--- src/mhd_pkg.sv ---
// ----------------------------------------------------------------------------
// mhd_pkg: shared types and constants for the marker pose heading block
// Holds the transfer payload structs, unit status struct, label codes,
// derived datapath widths and the CORDIC arctangent table.
// ----------------------------------------------------------------------------
`default_nettype none

package mhd_pkg;

  // Coordinate width of one corner and of one stored position.
  localparam int unsigned COORD_BITS = 11;

  // Rear-to-front and midpoint-to-target differences (doubled), signed.
  localparam int unsigned DIFF_W = COORD_BITS + 2;
  // One signed product of two differences.
  localparam int unsigned PROD_W = 2 * DIFF_W;
  // Dot and cross product accumulators, signed.
  localparam int unsigned ACC_W = PROD_W + 1;
  // Radicand for the distance: 64 times the sum of squares.
  localparam int unsigned SQ_W = PROD_W + 6;
  // Integer square root width.
  localparam int unsigned ROOT_W = SQ_W / 2;

  // CORDIC datapath: vector components, angle accumulator, step count.
  localparam int unsigned CW = 46;
  localparam int unsigned ZW = 26;
  localparam int unsigned CORDIC_STEPS = 23;
  localparam int unsigned STEP_W = 5;
  // Normalization: shift until one component reaches 2^NORM_TARGET_BIT.
  localparam int unsigned NORM_TARGET_BIT = 40;
  localparam int unsigned NORM_COARSE_BIT = 32;
  localparam int unsigned NORM_COARSE_SHIFT = 8;
  // Guard bound for the normalized vector.
  localparam int unsigned NORM_GUARD_BIT = 41;
  // Angle table fraction bits (1/65536 degree) and 180 degrees in those units.
  localparam int unsigned TAB_FRAC = 16;
  localparam logic signed [ZW-1:0] Z_HALF_TURN = 26'sd11796480;

  // Output saturation limits.
  localparam int unsigned HEAD_POS_MAX = 32767;
  localparam int unsigned HEAD_NEG_MAX = 32768;
  localparam int unsigned DIST_MAX = 65535;

  // Marker label codes.
  typedef enum logic [1:0] {
    LABEL_FRONT   = 2'd0,
    LABEL_REAR    = 2'd1,
    LABEL_TARGET  = 2'd2,
    LABEL_UNKNOWN = 2'd3
  } label_e;

  // Input item.
  typedef struct packed {
    logic [1:0]            marker_label;
    logic [COORD_BITS-1:0] corner_x0;
    logic [COORD_BITS-1:0] corner_y0;
    logic [COORD_BITS-1:0] corner_x1;
    logic [COORD_BITS-1:0] corner_y1;
    logic [COORD_BITS-1:0] corner_x2;
    logic [COORD_BITS-1:0] corner_y2;
    logic [COORD_BITS-1:0] corner_x3;
    logic [COORD_BITS-1:0] corner_y3;
  } in_item_t;

  // Result item.
  typedef struct packed {
    logic signed [15:0] heading_error;
    logic [15:0]        target_distance;
    logic               all_markers_seen;
  } out_item_t;

  // Status of an iterative arithmetic unit.
  typedef struct packed {
    logic busy;
    logic done;
  } unit_status_t;

  // atan(2^-idx) in units of 1/65536 degree.
  function automatic logic [21:0] atan_entry(input logic [STEP_W-1:0] idx);
    logic [21:0] val;
    case (idx)
      5'd0:    val = 22'd2949120;
      5'd1:    val = 22'd1740967;
      5'd2:    val = 22'd919879;
      5'd3:    val = 22'd466945;
      5'd4:    val = 22'd234379;
      5'd5:    val = 22'd117304;
      5'd6:    val = 22'd58666;
      5'd7:    val = 22'd29335;
      5'd8:    val = 22'd14668;
      5'd9:    val = 22'd7334;
      5'd10:   val = 22'd3667;
      5'd11:   val = 22'd1833;
      5'd12:   val = 22'd917;
      5'd13:   val = 22'd458;
      5'd14:   val = 22'd229;
      5'd15:   val = 22'd115;
      5'd16:   val = 22'd57;
      5'd17:   val = 22'd29;
      5'd18:   val = 22'd14;
      5'd19:   val = 22'd7;
      5'd20:   val = 22'd4;
      5'd21:   val = 22'd2;
      5'd22:   val = 22'd1;
      default: val = 22'd0;
    endcase
    return val;
  endfunction

endpackage

`default_nettype wire

--- src/mhd_cordic.sv ---
// ----------------------------------------------------------------------------
// mhd_cordic: iterative CORDIC vectoring unit for atan2
// Folds the vector into the right half plane, normalizes it with coarse and
// single-bit shifts, runs one micro-rotation per cycle and rounds the angle.
// ----------------------------------------------------------------------------
`default_nettype none

module mhd_cordic #(
  parameter int unsigned ANGLE_FRAC_BITS = 7
) (
  input  wire logic                             clk_i,
  input  wire logic                             rst_ni,
  input  wire logic                             start_i,
  input  wire logic signed [mhd_pkg::ACC_W-1:0] x_i,
  input  wire logic signed [mhd_pkg::ACC_W-1:0] y_i,
  output mhd_pkg::unit_status_t                 status_o,
  output logic signed [15:0]                    angle_o
);

  localparam int unsigned CW = mhd_pkg::CW;
  localparam int unsigned ZW = mhd_pkg::ZW;
  localparam int unsigned SH = mhd_pkg::TAB_FRAC - ANGLE_FRAC_BITS;

  typedef enum logic [3:0] {
    CS_IDLE = 4'b0001,
    CS_NORM = 4'b0010,
    CS_ROT  = 4'b0100,
    CS_DONE = 4'b1000
  } cordic_state_e;

  cordic_state_e cs_q, cs_d;
  logic signed [CW-1:0] x_q, x_d, y_q, y_d;
  logic signed [ZW-1:0] z_q, z_d;
  logic [mhd_pkg::STEP_W-1:0] step_q, step_d;

  logic signed [CW-1:0] x_ext, y_ext, ax, ay, xs, ys;
  logic signed [ZW-1:0] tab;
  logic coarse_ok, fine_ok, y_pos;

  // Sign-extended inputs.
  assign x_ext = CW'(x_i);
  assign y_ext = CW'(y_i);

  // Magnitudes for the normalization tests.
  assign ax = x_q[CW-1] ? -x_q : x_q;
  assign ay = y_q[CW-1] ? -y_q : y_q;
  assign coarse_ok = (ax[CW-1:mhd_pkg::NORM_COARSE_BIT] == '0) &&
                     (ay[CW-1:mhd_pkg::NORM_COARSE_BIT] == '0);
  assign fine_ok   = (ax[CW-1:mhd_pkg::NORM_TARGET_BIT] == '0) &&
                     (ay[CW-1:mhd_pkg::NORM_TARGET_BIT] == '0);

  // Shared micro-rotation datapath.
  assign xs    = x_q >>> step_q;
  assign ys    = y_q >>> step_q;
  assign tab   = ZW'(mhd_pkg::atan_entry(step_q));
  assign y_pos = !y_q[CW-1] && (y_q != '0);

  // Sequencer.
  always_comb begin
    cs_d   = cs_q;
    x_d    = x_q;
    y_d    = y_q;
    z_d    = z_q;
    step_d = step_q;
    case (cs_q)
      CS_IDLE, CS_DONE: begin
        if (start_i) begin
          step_d = '0;
          if (x_i == '0 && y_i == '0) begin
            z_d  = '0;
            cs_d = CS_DONE;
          end else if (x_i[mhd_pkg::ACC_W-1]) begin
            z_d  = y_i[mhd_pkg::ACC_W-1] ? -mhd_pkg::Z_HALF_TURN : mhd_pkg::Z_HALF_TURN;
            x_d  = -x_ext;
            y_d  = -y_ext;
            cs_d = CS_NORM;
          end else begin
            z_d  = '0;
            x_d  = x_ext;
            y_d  = y_ext;
            cs_d = CS_NORM;
          end
        end
      end
      CS_NORM: begin
        if (coarse_ok) begin
          x_d = x_q <<< mhd_pkg::NORM_COARSE_SHIFT;
          y_d = y_q <<< mhd_pkg::NORM_COARSE_SHIFT;
        end else if (fine_ok) begin
          x_d = x_q <<< 1;
          y_d = y_q <<< 1;
        end else begin
          cs_d = CS_ROT;
        end
      end
      CS_ROT: begin
        if (y_pos) begin
          x_d = x_q + ys;
          y_d = y_q - xs;
          z_d = z_q + tab;
        end else begin
          x_d = x_q - ys;
          y_d = y_q + xs;
          z_d = z_q - tab;
        end
        step_d = step_q + 1'b1;
        if (step_q == mhd_pkg::STEP_W'(mhd_pkg::CORDIC_STEPS - 1)) begin
          cs_d = CS_DONE;
        end
      end
      default: cs_d = CS_IDLE;
    endcase
  end

  // Control registers.
  always_ff @(posedge clk_i or negedge rst_ni) begin
    if (!rst_ni) begin
      cs_q   <= CS_IDLE;
      step_q <= '0;
    end else begin
      cs_q   <= cs_d;
      step_q <= step_d;
    end
  end

  // Datapath registers.
  always_ff @(posedge clk_i) begin
    x_q <= x_d;
    y_q <= y_d;
    z_q <= z_d;
  end

  assign status_o.busy = (cs_q == CS_NORM) || (cs_q == CS_ROT);
  assign status_o.done = (cs_q == CS_DONE);

  // Round the angle to the output unit, ties away from zero, and saturate.
  logic            z_neg;
  logic [ZW-1:0]   z_mag, z_rnd, z_lim, z_clip;
  logic [15:0]     mag16;

  assign z_neg  = z_q[ZW-1];
  assign z_mag  = z_neg ? ZW'(-z_q) : ZW'(z_q);
  assign z_rnd  = (z_mag + (ZW'(1) << (SH - 1))) >> SH;
  assign z_lim  = z_neg ? ZW'(mhd_pkg::HEAD_NEG_MAX) : ZW'(mhd_pkg::HEAD_POS_MAX);
  assign z_clip = (z_rnd > z_lim) ? z_lim : z_rnd;
  assign mag16  = z_clip[15:0];
  assign angle_o = z_neg ? $signed(16'd0 - mag16) : $signed(mag16);

  // The x component never goes negative once vectoring has started.
  assert property (@(posedge clk_i) disable iff (!rst_ni)
    (cs_q == CS_ROT) |-> !x_q[CW-1])
    else $error("cordic x component went negative during rotation");

  // Normalization never pushes a component past the guard bound.
  assert property (@(posedge clk_i) disable iff (!rst_ni)
    (cs_q == CS_NORM) |-> (ax[CW-1:mhd_pkg::NORM_GUARD_BIT] == '0) &&
                          (ay[CW-1:mhd_pkg::NORM_GUARD_BIT] == '0))
    else $error("cordic normalization overshoot");

  // The last micro-rotation ends the run.
  assert property (@(posedge clk_i) disable iff (!rst_ni)
    (cs_q == CS_ROT) && (step_q == mhd_pkg::STEP_W'(mhd_pkg::CORDIC_STEPS - 1))
      |=> (cs_q == CS_DONE))
    else $error("cordic did not finish after the last step");

endmodule

`default_nettype wire

--- src/mhd_isqrt.sv ---
// ----------------------------------------------------------------------------
// mhd_isqrt: iterative integer square root with round to nearest
// Digit-by-digit restoring square root, one result bit per cycle; the final
// remainder decides the rounding step.
// ----------------------------------------------------------------------------
`default_nettype none

module mhd_isqrt (
  input  wire logic                      clk_i,
  input  wire logic                      rst_ni,
  input  wire logic                      start_i,
  input  wire logic [mhd_pkg::SQ_W-1:0]  radicand_i,
  output mhd_pkg::unit_status_t          status_o,
  output logic [15:0]                    dist_o
);

  localparam int unsigned SQ_W   = mhd_pkg::SQ_W;
  localparam int unsigned ROOT_W = mhd_pkg::ROOT_W;
  localparam int unsigned CNT_W  = $clog2(ROOT_W + 1);
  localparam int unsigned DW     = ROOT_W + 1;

  typedef enum logic [2:0] {
    QS_IDLE = 3'b001,
    QS_RUN  = 3'b010,
    QS_DONE = 3'b100
  } sqrt_state_e;

  sqrt_state_e qs_q, qs_d;
  logic [CNT_W-1:0]  cnt_q, cnt_d;
  logic [SQ_W-1:0]   sq_q, sq_d;
  logic [ROOT_W+1:0] rem_q, rem_d;
  logic [ROOT_W-1:0] root_q, root_d;

  logic [ROOT_W+3:0] rem_sh, trial, diff;
  logic              ge;

  // One root digit per cycle.
  assign rem_sh = {rem_q, sq_q[SQ_W-1 -: 2]};
  assign trial  = {2'b00, root_q, 2'b01};
  assign ge     = (rem_sh >= trial);
  assign diff   = rem_sh - trial;

  // Sequencer.
  always_comb begin
    qs_d   = qs_q;
    cnt_d  = cnt_q;
    sq_d   = sq_q;
    rem_d  = rem_q;
    root_d = root_q;
    case (qs_q)
      QS_IDLE, QS_DONE: begin
        if (start_i) begin
          sq_d   = radicand_i;
          rem_d  = '0;
          root_d = '0;
          cnt_d  = '0;
          qs_d   = QS_RUN;
        end
      end
      QS_RUN: begin
        sq_d   = sq_q << 2;
        rem_d  = ge ? diff[ROOT_W+1:0] : rem_sh[ROOT_W+1:0];
        root_d = {root_q[ROOT_W-2:0], ge};
        cnt_d  = cnt_q + 1'b1;
        if (cnt_q == CNT_W'(ROOT_W - 1)) begin
          qs_d = QS_DONE;
        end
      end
      default: qs_d = QS_IDLE;
    endcase
  end

  always_ff @(posedge clk_i or negedge rst_ni) begin
    if (!rst_ni) begin
      qs_q  <= QS_IDLE;
      cnt_q <= '0;
    end else begin
      qs_q  <= qs_d;
      cnt_q <= cnt_d;
    end
  end

  always_ff @(posedge clk_i) begin
    sq_q   <= sq_d;
    rem_q  <= rem_d;
    root_q <= root_d;
  end

  assign status_o.busy = (qs_q == QS_RUN);
  assign status_o.done = (qs_q == QS_DONE);

  // Round up when the remainder exceeds the root, then saturate.
  logic          round_up;
  logic [DW-1:0] dist_full;

  assign round_up  = (rem_q > {2'b00, root_q});
  assign dist_full = {1'b0, root_q} + DW'(round_up);
  assign dist_o    = (dist_full > DW'(mhd_pkg::DIST_MAX)) ? 16'hFFFF : dist_full[15:0];

  // The remainder of a finished root never exceeds twice the root.
  assert property (@(posedge clk_i) disable iff (!rst_ni)
    (qs_q == QS_DONE) |-> (rem_q <= {1'b0, root_q, 1'b0}))
    else $error("isqrt remainder out of bound");

  // The last root digit ends the run.
  assert property (@(posedge clk_i) disable iff (!rst_ni)
    (qs_q == QS_RUN) && (cnt_q == CNT_W'(ROOT_W - 1)) |=> (qs_q == QS_DONE))
    else $error("isqrt did not finish after the last digit");

  // Starting loads a fresh run.
  assert property (@(posedge clk_i) disable iff (!rst_ni)
    start_i && (qs_q != QS_RUN) |=> (qs_q == QS_RUN) && (cnt_q == '0))
    else $error("isqrt start not taken");

endmodule

`default_nettype wire

--- src/marker_pose_heading_distance_top.sv ---
// Latency: the result waits on the normalizing shifts and 23 CORDIC micro-rotations,
//   or on the 16 root digits when the dot and cross products are both zero.
// Throughput: one item at a time; the next input can be taken in the cycle after
//   the result is loaded into the output register, which waits for a free slot.
// Reset: rst_ni clears all three stored marker positions to zero.
// ----------------------------------------------------------------------------
// marker_pose_heading_distance_top: robot heading error and target distance
// Stores marker centroids, forms dot, cross and squared length with one
// shared multiplier, then runs the CORDIC and square root units.
// ----------------------------------------------------------------------------
`default_nettype none

module marker_pose_heading_distance_top #(
  parameter int unsigned ANGLE_FRAC_BITS = 7
) (
  input  wire logic              clk_i,
  input  wire logic              rst_ni,
  input  wire logic              in_valid_i,
  output logic                   in_ready_o,
  input  wire mhd_pkg::in_item_t in_data_i,
  output logic                   out_valid_o,
  input  wire logic              out_ready_i,
  output mhd_pkg::out_item_t     out_data_o
);

  localparam int unsigned CB     = mhd_pkg::COORD_BITS;
  localparam int unsigned DIFF_W = mhd_pkg::DIFF_W;
  localparam int unsigned PROD_W = mhd_pkg::PROD_W;
  localparam int unsigned ACC_W  = mhd_pkg::ACC_W;

  typedef enum logic [5:0] {
    S_IDLE  = 6'b000001,
    S_DIFF  = 6'b000010,
    S_MUL   = 6'b000100,
    S_START = 6'b001000,
    S_WAIT  = 6'b010000,
    S_OUT   = 6'b100000
  } state_e;

  typedef enum logic [2:0] {
    MS_DOT_X   = 3'd0,
    MS_DOT_Y   = 3'd1,
    MS_CROSS_X = 3'd2,
    MS_CROSS_Y = 3'd3,
    MS_SQ_X    = 3'd4,
    MS_SQ_Y    = 3'd5
  } mul_step_e;

  state_e    state_q, state_d;
  mul_step_e mul_q, mul_d;

  logic [CB-1:0] front_x_q, front_y_q, rear_x_q, rear_y_q, target_x_q, target_y_q;
  logic signed [DIFF_W-1:0] rx_q, ry_q, dx2_q, dy2_q;
  logic signed [ACC_W-1:0]  dot_q, dot_d, cross_q, cross_d;
  logic [PROD_W-1:0]        ssq_q, ssq_d;
  logic                     out_valid_q, out_valid_d;
  mhd_pkg::out_item_t       out_q;

  logic in_xfer, out_load;
  logic [CB+1:0] sum_x, sum_y;
  logic [CB-1:0] cen_x, cen_y;

  mhd_pkg::unit_status_t cordic_status, sqrt_status;
  logic signed [15:0]    angle;
  logic [15:0]           dist_val;

  assign in_ready_o = (state_q == S_IDLE);
  assign in_xfer    = in_valid_i && in_ready_o;
  assign out_load   = (state_q == S_OUT) && (!out_valid_q || out_ready_i);

  // Centroid of the four corners, truncated.
  assign sum_x = {2'b00, in_data_i.corner_x0} + {2'b00, in_data_i.corner_x1} +
                 {2'b00, in_data_i.corner_x2} + {2'b00, in_data_i.corner_x3};
  assign sum_y = {2'b00, in_data_i.corner_y0} + {2'b00, in_data_i.corner_y1} +
                 {2'b00, in_data_i.corner_y2} + {2'b00, in_data_i.corner_y3};
  assign cen_x = sum_x[CB+1:2];
  assign cen_y = sum_y[CB+1:2];

  // Stored marker positions.
  always_ff @(posedge clk_i or negedge rst_ni) begin
    if (!rst_ni) begin
      front_x_q  <= '0;
      front_y_q  <= '0;
      rear_x_q   <= '0;
      rear_y_q   <= '0;
      target_x_q <= '0;
      target_y_q <= '0;
    end else if (in_xfer) begin
      case (in_data_i.marker_label)
        mhd_pkg::LABEL_FRONT: begin
          front_x_q <= cen_x;
          front_y_q <= cen_y;
        end
        mhd_pkg::LABEL_REAR: begin
          rear_x_q <= cen_x;
          rear_y_q <= cen_y;
        end
        mhd_pkg::LABEL_TARGET: begin
          target_x_q <= cen_x;
          target_y_q <= cen_y;
        end
        default: begin
        end
      endcase
    end
  end

  // Robot direction and doubled midpoint-to-target vector.
  always_ff @(posedge clk_i) begin
    if (state_q == S_DIFF) begin
      rx_q  <= $signed({2'b00, front_x_q}) - $signed({2'b00, rear_x_q});
      ry_q  <= $signed({2'b00, front_y_q}) - $signed({2'b00, rear_y_q});
      dx2_q <= $signed({1'b0, target_x_q, 1'b0} - ({2'b00, front_x_q} + {2'b00, rear_x_q}));
      dy2_q <= $signed({1'b0, target_y_q, 1'b0} - ({2'b00, front_y_q} + {2'b00, rear_y_q}));
    end
  end

  // Shared multiplier with accumulation, one product per cycle.
  logic signed [DIFF_W-1:0] mul_a, mul_b;
  logic signed [PROD_W-1:0] prod;

  always_comb begin
    case (mul_q)
      MS_DOT_X:   begin mul_a = rx_q;  mul_b = dx2_q; end
      MS_DOT_Y:   begin mul_a = ry_q;  mul_b = dy2_q; end
      MS_CROSS_X: begin mul_a = rx_q;  mul_b = dy2_q; end
      MS_CROSS_Y: begin mul_a = ry_q;  mul_b = dx2_q; end
      MS_SQ_X:    begin mul_a = dx2_q; mul_b = dx2_q; end
      MS_SQ_Y:    begin mul_a = dy2_q; mul_b = dy2_q; end
      default:    begin mul_a = '0;    mul_b = '0;    end
    endcase
  end

  assign prod = mul_a * mul_b;

  always_comb begin
    dot_d   = dot_q;
    cross_d = cross_q;
    ssq_d   = ssq_q;
    case (mul_q)
      MS_DOT_X:   dot_d   = ACC_W'(prod);
      MS_DOT_Y:   dot_d   = dot_q + ACC_W'(prod);
      MS_CROSS_X: cross_d = ACC_W'(prod);
      MS_CROSS_Y: cross_d = cross_q - ACC_W'(prod);
      MS_SQ_X:    ssq_d   = PROD_W'(prod);
      MS_SQ_Y:    ssq_d   = ssq_q + PROD_W'(prod);
      default: begin
      end
    endcase
  end

  always_ff @(posedge clk_i) begin
    if (state_q == S_MUL) begin
      dot_q   <= dot_d;
      cross_q <= cross_d;
      ssq_q   <= ssq_d;
    end
  end

  // Main sequencer.
  always_comb begin
    state_d = state_q;
    mul_d   = mul_q;
    case (state_q)
      S_IDLE: begin
        if (in_xfer) begin
          state_d = S_DIFF;
        end
      end
      S_DIFF: begin
        mul_d   = MS_DOT_X;
        state_d = S_MUL;
      end
      S_MUL: begin
        mul_d = mul_step_e'(mul_q + 3'd1);
        if (mul_q == MS_SQ_Y) begin
          state_d = S_START;
        end
      end
      S_START: state_d = S_WAIT;
      S_WAIT: begin
        if (cordic_status.done && sqrt_status.done) begin
          state_d = S_OUT;
        end
      end
      S_OUT: begin
        if (out_load) begin
          state_d = S_IDLE;
        end
      end
      default: state_d = S_IDLE;
    endcase
  end

  always_ff @(posedge clk_i or negedge rst_ni) begin
    if (!rst_ni) begin
      state_q <= S_IDLE;
      mul_q   <= MS_DOT_X;
    end else begin
      state_q <= state_d;
      mul_q   <= mul_d;
    end
  end

  // Arithmetic units.
  mhd_cordic #(
    .ANGLE_FRAC_BITS(ANGLE_FRAC_BITS)
  ) u_cordic (
    .clk_i   (clk_i),
    .rst_ni  (rst_ni),
    .start_i (state_q == S_START),
    .x_i     (dot_q),
    .y_i     (cross_q),
    .status_o(cordic_status),
    .angle_o (angle)
  );

  mhd_isqrt u_isqrt (
    .clk_i     (clk_i),
    .rst_ni    (rst_ni),
    .start_i   (state_q == S_START),
    .radicand_i({ssq_q, 6'b000000}),
    .status_o  (sqrt_status),
    .dist_o    (dist_val)
  );

  // Output register.
  always_comb begin
    out_valid_d = out_valid_q;
    if (out_load) begin
      out_valid_d = 1'b1;
    end else if (out_ready_i) begin
      out_valid_d = 1'b0;
    end
  end

  always_ff @(posedge clk_i or negedge rst_ni) begin
    if (!rst_ni) begin
      out_valid_q <= 1'b0;
    end else begin
      out_valid_q <= out_valid_d;
    end
  end

  always_ff @(posedge clk_i) begin
    if (out_load) begin
      out_q.heading_error    <= angle;
      out_q.target_distance  <= dist_val;
      out_q.all_markers_seen <= (front_x_q != '0) && (rear_x_q != '0) &&
                                (target_x_q != '0);
    end
  end

  assign out_valid_o = out_valid_q;
  assign out_data_o  = out_q;

  // An accepted item keeps the block busy in the next cycle.
  assert property (@(posedge clk_i) disable iff (!rst_ni)
    in_xfer |=> !in_ready_o)
    else $error("input taken while an item is in progress");

  // While waiting, both units are working or finished.
  assert property (@(posedge clk_i) disable iff (!rst_ni)
    (state_q == S_WAIT) |-> (cordic_status.busy || cordic_status.done) &&
                            (sqrt_status.busy || sqrt_status.done))
    else $error("arithmetic unit idle while waited on");

  // Loading a result always presents it.
  assert property (@(posedge clk_i) disable iff (!rst_ni)
    out_load |=> out_valid_o && (state_q == S_IDLE))
    else $error("result load not presented");

endmodule

`default_nettype wire

--- config.mk ---
export PLATFORM = sky130hd
export DESIGN_NAME = marker_pose_heading_distance_top
export DESIGN_NICKNAME = d
export VERILOG_FILES = /design/src/mhd_pkg.sv /design/src/mhd_cordic.sv /design/src/mhd_isqrt.sv /design/src/marker_pose_heading_distance_top.sv
export SDC_FILE = /design/constraint.sdc
export NUM_CORES = 2
export LEC_CHECK = 0
export BUFFER_PORTS_ARGS = -buffer_cell sky130_fd_sc_hd__buf_2
export CAP_MARGIN = 20
export CELL_PAD_IN_SITES_DETAIL_PLACEMENT = 1
export CELL_PAD_IN_SITES_GLOBAL_PLACEMENT = 1
export CORE_MARGIN = 1
export CORE_UTILIZATION = 51
export CTS_CLUSTER_SIZE = 28
export DETAILED_ROUTE_END_ITERATION = 16
export PLACE_DENSITY = 0.86
export RECOVER_POWER = 50
export SYNTH_ARGS = -nofsm -noshare
export SYNTH_HDL_FRONTEND = slang
export SYNTH_HIERARCHICAL = 1
export SYNTH_SLANG_ARGS = --single-unit
export TNS_END_PERCENT = 30
--- constraint.sdc ---
create_clock -name clk_i -period 11.3 [get_ports clk_i]
set_input_delay 1.13 -clock clk_i [delete_from_list [all_inputs] [get_ports clk_i]]
set_output_delay 1.13 -clock clk_i [all_outputs]
set_load 0.01 [all_outputs]
**After elaboration in Yosys (flattened, before gate mapping)**

Memory sizes are Yosys's and may differ from the RTL's.
Cells that the tools add are included.

- Bits in registers: 442
- Memory bits (read-only): 704
- Bits of input ports: 94
- Output and inout bits: 35
- Logic and storage cells: 212
- Memories: 1

Memories:

| name | depth | bits a word | rd ports | clocked after memory_dff | write ports | line | text |
|---|---|---|---|---|---|---|---|
| (name not given) | 32 | 22 | 1 | 0 | 0 | mhd_pkg.sv:81 | `case (idx)` |

- $add $sub $neg: 33
- Multipliers: 1
- Magnitude comparators: 4
- Equal/unequal tests: 34
- Shift-type cells: 2
- Muxes and demuxes: 58
- Reductions and logical operators: 50

Operator list:

| operator | number |
|---|---|
| 46-bit two-way mux | 14 |
| 46-bit case mux with 3 select lines | 2 |
| 26-bit two-way mux | 6 |
| 27-bit case mux with 2 select lines | 2 |
| 26-bit case mux with 2 select lines | 2 |
| 46-bit adder | 2 |
| 27-bit negator with 46-bit output | 2 |
| 46-bit negator | 2 |
| 46-bit by 5-bit >>> shifter with 46-bit output | 2 |
| 46-bit subtractor | 2 |
| 16-bit two-way mux | 4 |
| 32-bit case mux with 2 select lines | 1 |
| 27-bit zero test | 2 |
| 13-bit case mux with 4 select lines | 1 |
| 11-bit by 11-bit adder with 12-bit output | 4 |
| 46-bit nonzero test | 1 |
| 18-bit two-way mux | 2 |
| 18-bit case mux with 2 select lines | 1 |
| 6-bit case mux with 6 select lines | 1 |
| 11-bit nonzero test | 3 |
| 32-bit two-way mux | 1 |
| 16-bit case mux with 2 select lines | 1 |
| 14-bit zero test | 2 |
| 27-bit by 26-bit adder with 27-bit output | 1 |
| 61 further kinds | 121 |

**Logic depth before layout (Yosys ltp)**

- Word-level depth: 7
- Depth in mapped cells: 38
- Gate-level depth less buffers: 36

**Hierarchy**

The synthesis kept the hierarchy.

Modules (own cells, without submodules):

| module | times used | cells an instance | area each (um^2) | sequential area each (um^2) |
|---|---|---|---|---|
| mhd_cordic | 1 | 3117 | 25844.8 | 3769.9 |
| marker_pose_heading_distance_top | 1 | 2331 | 23391.2 | 6797.8 |
| mhd_isqrt | 1 | 481 | 4455.5 | 2183.3 |

**Least setup slack after synthesis**

Ideal clock, no wire load.

- Path type: reg2reg
- From: register mul_q[0]
- To: register cross_q[26] (data pin)
- Library setup time: 272 ps
- Data arrival time: 9344 ps
- Data required time: 11028 ps
- Setup slack: 1684 ps
- Cell stages (with the launch flop): 35
- Path buffers: 2
- Period minus slack after synthesis: 9616 ps
- Cell sequence: dfrtp_1 ha_1 ha_1 clkinv_1 nand2_1 clkbuf_1 clkbuf_1 a221oi_1 nor2_1 fa_1 inv_1 fa_1 inv_1 fa_1 fa_1 fa_1 inv_1 fa_1 inv_1 ha_1 o21ai_1 nor3_2 a211oi_1 xor2_1 ha_1 nand3_1 a2111oi_0 o21ai_0 a31oi_1 o32ai_2 a311oi_1 o31ai_2 a21oi_2 mux2i_1 or4_1

- Longest elaborated chain between the ends: 6
- Elaborated cells on any way between the ends: 15
- Those cells by class: add/sub: 1; mul: 1; eq/ne: 5; mux: 3; reduce/logical: 5

Ends and longest elaborated chain:

| element | line | text |
|---|---|---|
| start, declared | marker_pose_heading_distance_top.sv:50 | `mul_step_e mul_q, mul_d;` |
| start signal, assigned | marker_pose_heading_distance_top.sv:201 | `mul_q <= mul_d;` |
| 3-bit by 2-bit == test with 1-bit output (tied with other cells) | marker_pose_heading_distance_top.sv:123, marker_pose_heading_distance_top.sv:140 |  |
| 2-bit OR reduction (no line) / 3-bit OR reduction (equally long branches) | -- |  |
| 13-bit case mux with 4 select lines / 13-bit case mux with 2 select lines (equally long branches) | marker_pose_heading_distance_top.sv:123 | `case (mul_q)` |
| 13-bit by 13-bit multiplier with 26-bit output | marker_pose_heading_distance_top.sv:134 | `assign prod = mul_a * mul_b;` |
| 27-bit by 26-bit subtractor with 27-bit output | marker_pose_heading_distance_top.sv:144 | `MS_CROSS_Y: cross_d = cross_q - ACC_W'(prod);` |
| 27-bit case mux with 2 select lines (*) | marker_pose_heading_distance_top.sv:140 | `case (mul_q)` |
| named net cross_d[26] | marker_pose_heading_distance_top.sv:54 | `logic signed [ACC_W-1:0] dot_q, dot_d, cross_q, cross_d;` |
| end signal, assigned | marker_pose_heading_distance_top.sv:155 | `cross_q <= cross_d;` |
| end, declared | marker_pose_heading_distance_top.sv:54 |  |

Mark *: on every way through the listed nets, which the timed path passes. The rest lies on a longest branch.
A chain may end at the register's enable or synchronous reset.

**Final worst setup path**

Same ends and word-level chain as after synthesis.

==> flow_summary.ini <==
[worst_setup_path]
critical_path_arrival_ns = 11.07
crit_slowest_cell = fa_1
cp_max_fo = 22
worstPathRequired_ns = 11.73
end_kind = flop
critPathKind = reg2reg
slowest_delay_ns = 0.78
start_kind = flop

[finish]
final_common_cell = nand2_1
multi_input_area_um2 = 38100
area_delta_synth_final_pct = 6.59
fin_nets = 6627
fill_cells = 12000
drive_above_1_share = 0.0988
seqCellArea_um2 = 12800
mostFrequentLayoutCells = nand2_1 (589), nor2_1 (464), ha_1 (403)

[die]
pin_count = 129
dieArea_um2 = 107000
die_w_um = 326
rows = 118
initial_core_util = 0.517
die_h_um = 326
coreArea_um2 = 104000

[clocking]
path_clk_slew_ns = 0.07
clock_latency_ns = 0.71
clock-sinks = 440
cts_htree_levels = 2
cts_root_buf = clkbuf_16
cts_tree = done
clk_path_buf_depth = 3
cts_setup_buffers = 0
cts_made_buffers = 55

[sta]
hold_viol = 0
max_clock_freq_ghz = 0.0939
slew_headroom = -1.58
finalCritPeriodShare = 0.942
rsz0062_at_grt = false
worst_pin_slew_ns = 3.86
setup_viol_count_final = 0
slew_viol_final = 590
finClkSkew_ns = 0.0482
fin_crit_ns = 10.65
setup_tns_ns = 0

[global_routing]
grt_pass1_vias = 51600
grt_pass1_wl_um = 299000
grt_overflow = 0
grtUsageMet1 = 0.432
grt_max_degree = 97
grt.busiest_layer = met2
met3_usage = 0.0562
grt_util_met2 = 0.597
antenna_found_initial = 4
grtUsageTotal = 0.355

[drt]
ant_nets = 0
dr.pass1.iters = 7
dr_total_vias = 49100
drtIter0Drc = 4776
vias_per_cell = 6.71
drc = 0
wl_um = 193000
wl_per_cell_um = 26.4

[placed_design]
hpwl_um = 143000
port_buffers = 128
place.gp.congestion = 1.03

[logic_synthesis]
ys_warn_count = 6
synth_cell_types = 120
syn_area_um2 = 53700
synth_flop_cell = edfxtp_1
yosysSeqAreaShare = 0.237
async_flop_share = 0.211
syn_avg_cell_area_um2 = 9.06
syn_inst = 5929
synth-edff-count = 347
synth_seq_cells = 440

[run_status]
outcome = complete, but fails checks
violations = capacitance limit, slew limit

[min_path]
hold_path.class = reg2reg

[flow_run]
drv_cap = 15
==> stage by stage <==
stage / std cells / hold WS, ns / utilization / area [µm²] / setup WS [ns]
global placement: 7214 / 0.465 / 0.533 / 55400 / 0.969
floorplan: 5934 / 0.450 / - / 53700 / 1.68
finish: 7321 / 0.511 / 0.551 / 57200 / 0.654
global route: 7321 / 0.528 / 0.551 / 57200 / 0.100
CTS: 7315 / 0.349 / 0.551 / 57300 / 0.463
detailed placement: 7214 / 0.490 / 0.533 / 55400 / 0.565
==> logic make-up (layout without fill, tap and decap cells) <==
family                     Yosys count  count (layout)  synth area share
and+or+nand+nor                   1750            1750             0.156
muxes                              381             381             0.103
adders and majority gates          640             640             0.182
DFF                                440             440             0.237
other                                1               7         0.0000698
xor gates and xnor gates           439             439            0.0716
AOI/OAI and AO/OA                 1564            1564             0.196
buffers and inverters              714             720            0.0545
==> worst paths after layout <==
check	slack [ns]	startpoint	end	cells after the start
max in group asynchronous	5.41	rst_ni	u_cordic/step_q[2]	2
setup / recovery	0.65	mul_q[0]	cross_q[26]	35
setup reg to reg	0.65	mul_q[0]	cross_q[26]	35
min in group asynchronous	0.89	rst_ni	rear_x_q[9]	1
hold / removal	0.51	rear_y_q[5]	rear_y_q[5]	1
hold reg to reg	0.51	rear_y_q[5]	rear_y_q[5]	1
==> routing by layer <==
layer / wire length [µm] / vias up / part of all wire
met1: 74300 / 24500 / 0.38
met2: 92000 / 2342 / 0.48
met3: 14300 / 719 / 0.074
met5: 20 / - / 0.00010
met4: 12400 / 4 / 0.064
li1: - / 21600 / -
==> cell usage after synthesis, types with 38 or more instances <==
cell        n  area [µm²]
a21o_1    121         908
a21oi_1   309        1550
a221o_1    38         380
a22oi_1    61         458
a31oi_1    59         369
buf_2      39         195
clkbuf_1  204         766
dfrtp_1    90        2250
edfxtp_1  347       10400
fa_1      234        4680
ha_1      403        5040
inv_1     397        1490
mux2_2    105        1180
mux2i_1   155        1550
mux4_2    105        2360
nand2_1   590        2210
nand2b_1   77         482
nand3_1    89         445
nor2_1    467        1750
nor2b_1    69         432
nor3_1     98         490
nor4_1     48         300
o211ai_1   40         300
o21a_1     56         420
o21ai_0   388        1940
o21bai_1   47         353
o22ai_1    42         263
o31ai_1    53         398
or2_2      40         250
or3_1      44         275
xnor2_1   266        2330
xor2_1    173        1520
==> worst max-delay path: cells and delay by family, from the launching register on <==
kind                       cells  cell delay, ns
buffers and inverters          7            1.02
xor gates and xnor gates       1            0.32
DFF                            1            0.46
adders and majority gates     10            4.45
and+or+nand+nor                5            1.12
AOI/OAI and AO/OA             11            2.87
muxes                          1            0.09
==> what timing repair did <==
item                                    in CTS  in global routing
endpoints found under the setup margin       0                  1
hold buffers                                 0                  0
gates resized for setup                      0                  3
==> area by class of cell <==
| cell class | instances | area share |
|---|---|---|
| timing repair buffer | 218 | 0.0217 |
| clock buffer | 81 | 0.0285 |
| sequential | 440 | 0.223 |
| clock inverter | 20 | 0.00415 |
| antenna | 1 | 0.0000437 |
| tap | 1380 | 0.0302 |
| multi-input combinational | 4780 | 0.666 |
| inverter | 401 | 0.0263 |
==> registers in the layout, summed over array words and instances (netlist names), 16 cells and up <==
name	flops
out_data_o	33
u_cordic/y_q	46
ssq_q	26
u_isqrt/sq_q	32
u_isqrt/root_q	16
dot_q	27
u_cordic/z_q	26
u_isqrt/rem_q	18
u_cordic/x_q	46
cross_q	27
Power is not shown: default switching activity piles up to over one toggle a cycle in this logic, so the estimate is an artifact.
